`src/design/gfba_pkg.sv`:
```
// Shared types and codes for the grouped free block allocator.
// No dependencies; imported by every module of the block.

package gfba_pkg;

	localparam int BW = 10;	// block number width
	localparam int GW = 5;	// group size register width

	localparam logic [1:0] OP_FORMAT  = 2'd0;
	localparam logic [1:0] OP_ALLOC   = 2'd1;
	localparam logic [1:0] OP_RELEASE = 2'd2;

	localparam logic [1:0] ST_OK      = 2'd0;
	localparam logic [1:0] ST_NOSPACE = 2'd1;
	localparam logic [1:0] ST_RANGE   = 2'd2;

	localparam logic REG_TOTAL = 1'b0;
	localparam logic REG_GROUP = 1'b1;

	typedef struct packed {
		logic [1:0]    op;
		logic [BW-1:0] block_in;
	} cmd_t;

	typedef struct packed {
		logic [BW-1:0] block_out;
		logic [1:0]    status;
		logic [BW-1:0] free_left;
	} res_t;

	typedef struct packed {
		logic [BW-1:0] total_blocks;
		logic [GW-1:0] group_size;
	} cfg_regs_t;

	typedef struct packed {
		logic idle;
		logic done;
	} core_st_t;

endpackage

```
`src/design/gfba_cfg.sv`:
```
// APB-style register file: total_blocks and group_size.
// Depends on gfba_pkg for the register indexes and the register struct.

module gfba_cfg import gfba_pkg::*; (
	input  logic        clk,
	input  logic        arst_n,
	input  logic        psel,
	input  logic        penable,
	input  logic        pwrite,
	input  logic [2:0]  paddr,
	input  logic [31:0] pwdata,
	output logic [31:0] prdata,
	output logic        pready,
	output cfg_regs_t   regs
);

	logic [BW-1:0] total_q;
	logic [GW-1:0] group_q;
	logic          wr_en;

	assign pready = 1'b1;
	assign wr_en  = psel && penable && pwrite;

	always_ff @(posedge clk or negedge arst_n) begin
		if (!arst_n) begin
			total_q <= BW'(1023);
			group_q <= GW'(8);
		end else if (wr_en) begin
			case (paddr[2])
				REG_TOTAL: total_q <= pwdata[BW-1:0];
				REG_GROUP: group_q <= pwdata[GW-1:0];
				default: ;
			endcase
		end
	end

	always_comb begin
		case (paddr[2])
			REG_TOTAL: prdata = {{(32-BW){1'b0}}, total_q};
			REG_GROUP: prdata = {{(32-GW){1'b0}}, group_q};
			default:   prdata = '0;
		endcase
	end

	assign regs.total_blocks = total_q;
	assign regs.group_size   = group_q;

endmodule

```
`config.mk`:
```
export PLATFORM = sky130hd
export DESIGN_NAME = gfba_cfg
export DESIGN_NICKNAME = d
export VERILOG_FILES = /design/src/design/gfba_pkg.sv /design/src/design/gfba_cfg.sv
export SDC_FILE = /design/constraint.sdc
export NUM_CORES = 1
export LEC_CHECK = 0
export ABC_AREA = 1
export BUFFER_PORTS_ARGS = -buffer_cell sky130_fd_sc_hd__buf_2
export CORE_UTILIZATION = 30
export CTS_CLUSTER_SIZE = 40
export DETAILED_ROUTE_END_ITERATION = 10
export PLACE_DENSITY = 0.71
export SYNTH_ARGS = -nofsm -noshare
export SYNTH_HDL_FRONTEND = slang
export SYNTH_SLANG_ARGS = --single-unit
```
`constraint.sdc`:
```
create_clock -name clk -period 1.1 [get_ports clk]
set_input_delay 0.22 -clock clk [delete_from_list [all_inputs] [get_ports clk]]
set_output_delay 0.22 -clock clk [all_outputs]
set_load 0.005 [all_outputs]
```
==> out/qor.yml <==
synth:
  ys_warn_count: 0
  synth_seq_area_share_pct: 42.1
  synthCells: 120
  yosysUniqueCellTypes: 14
  synth.avg_cell_area_um2: 7.71
  yosys_register_bits: 15
  yosysTopAreaCellShare_pct: 31.3
  synth_top_cell_by_area: "dfstp_2"
  yosys-top-cells-area: "dfstp_2, buf_4, nand2_1"
  synth_area_um2: 925
global_route:
  grt_pass1_wl_um: 3410
  grt_pass1_vias: 753
  antenna_found_initial: 0
  grt_max_degree: 16
  grt-ovfl-total: 0
  grtUsageTotal_pct: 13.6
floorplan:
  fp.dieW_um: 57.5
  dieHeight_um: 57.5
  coreArea_um2: 2830
  num_rows: 19
  die-area_um2: 3310
  ios: 88
  initial_core_util_pct: 32.7
setup_path:
  worst_r2r_endpoint: "total_q[1]$_DFFE_PN1P_"
  crit_path_end_kind: "output pin"
  critPathKind: "reg -> out"
  worst-path-max-fanout: 3
  r2r_slack_ps: 220
  worstPathRequired_ps: 880
  startpoint_type: "flop"
  worstPathArrival_ps: 1070
  r2r_start: "total_q[1]$_DFFE_PN1P_"
  ff2ff_path_depth: 4
pwr:
  power_leakage_nw: 0.679
  swShare_pct: 31.0
  powerDensity_nw_per_um2: 1390
  ir_drop_v: 0.000695
  p_clk_share_pct: 19.6
  seqPwrFrac_pct: 50.5
  p_switching_mw: 0.491
  power_frac_comb_pct: 30.0
  power.internal_mw: 1.09
finish:
  synthToLayoutAreaGrowth_pct: 23.3
  finalInstanceArea_um2: 1140
  antennaDiodeCount: 0
  ff_latch_area_um2: 389
  final_cell_mix: "nand2_1, buf_2, conb_1, nand3_1, dfstp_2"
  final_common_cell: "nand2_1"
  drive_gt1_share_pct: 42.4
  fillers: 309
  multi_input_area_um2: 388
  nets: 206
placement:
  dpl.hpwl_um: 1500
  gp_congestion: 0.664
  io_buffers: 40
  placed_area_um2: 1070
  place_ws_ps: 55.6
timing:
  setup_ws_ps: -188
  clock_skew_ps: 0
  setup_violations: 21
  hold_violations: 0
  rsz0062_at_grt: "true"
  whs_ps: 147
  max_freq_ghz: 0.776
  slew_viol_final: 0
  period_share_pct: 117
  fin_crit_ps: 1290
routing:
  via_per_inst: 4.17
  drtIter0Drc: 22
  wl_per_cell_um: 10.4
  drt_first_pass_iters: 7
  drc: 10
  final_antenna_net_count: 0
  routed_wl_um: 2040
  num_vias: 818
hold_path:
  min_path_type: "in -> reg"
  min_path_cells: 3
  worstHoldStart: "pwdata[7]"
  whs_endpoint: "total_q[7]$_DFFE_PN1P_"
clock_network:
  tritoncts: "done"
  clkSinkCount: 15
  htree_levels: 1
  clock_path_buffers: 2
  cts_buffers: 3
  cts_root_buffer: "clkbuf_4"
  clock_latency_ps: 280
  clkSlewWorstSetupHoldPaths_ps: 90
status:
  status: "finished, violations left"
  violations: "design-rule violations, negative setup slack"
run:
  max_cap_viol_count: 0
## timing repair
item / 4_1_cts / 5_1_grt
setup buffers: 0 / 2
setup endpoints to repair: 21 / 22
resized for setup: 0 / 10
hold buffers: 1 / 0
pin swaps: 0 / 6
endpoints found under the hold margin: 4 / 0
## metal layers
layer  GRT usage (%)  vias up  part of all wire [%]
li1                -      412                     -
met4            6.27        0                     0
met1            17.0      366                    44
met2            22.6       40                    48
met3            2.49        0                   8.0
met5               0        -                     0
## layout make-up
type | count | area share [%]
repair buffers | 47 | 23.8
inverters | 7 | 2.31
flip-flops and latches | 15 | 34.1
clock buffers | 4 | 2.31
well taps | 31 | 3.40
multi-input cells | 92 | 34.0
## power by group through the flow
stage                     logic [mW]  clock network [mW]  registers (mW)
after floorplan                0.251                   0           0.802
after global placement         0.415                   0           0.797
after detailed placement       0.426                   0           0.800
after CTS                      0.429               0.332           0.792
after global routing           0.542               0.354           0.815
final                          0.474               0.310           0.799
## worst max path at each step
stage	start	endpoint	slack [ps]	depth (start not counted)
4_1_cts	total_q[8]$_DFFE_PN1P_	prdata[8]	-200	3
3_5_place_dp	paddr[2]	prdata[1]	60	5
2_1_floorplan	paddr[2]	prdata[0]	160	5
5_1_grt	total_q[6]$_DFFE_PN1P_	prdata[6]	-250	3
6_report	total_q[8]$_DFFE_PN1P_	prdata[8]	-190	3
3_3_place_gp	paddr[2]	prdata[1]	70	5
## synth_stat cells
cell	count
nand2_1	46
nor2_4	1
dfstp_2	11
inv_2	1
nand4_2	1
buf_4	23
nand3_1	15
dfrtp_1	4
buf_6	2
buf_2	2
nor2_1	5
inv_1	6
conb_1	2
nand4_1	1
## state kept, by name, indices dropped and copies added, names as in the netlist
register / count
total_q: 10
group_q: 5
## critical path, cell delays in order (launching register included)
cell and delay [ps]:
dfstp_2 560, inv_2 30, nor2_1 80, buf_2 120
## logic make-up after synthesis
logic type | share of synthesized area (%)
other cells | 0.812
flops | 42.1
buf+inv | 25.0
simple gates | 32.1
## metrics by stage
stage                     setup TNS (ps)  power [mW]  util (%)  std cells
after detailed placement               0        1.23      37.7        189
after global placement                 0        1.21      37.7        189
after global routing               -3500        1.71      40.3        196
after CTS                          -2610        1.55      39.0        194
after floorplan                        0        1.05         -        141
final                              -2410        1.58      40.3        196
Note: power is estimated with default switching activity, not from simulation.
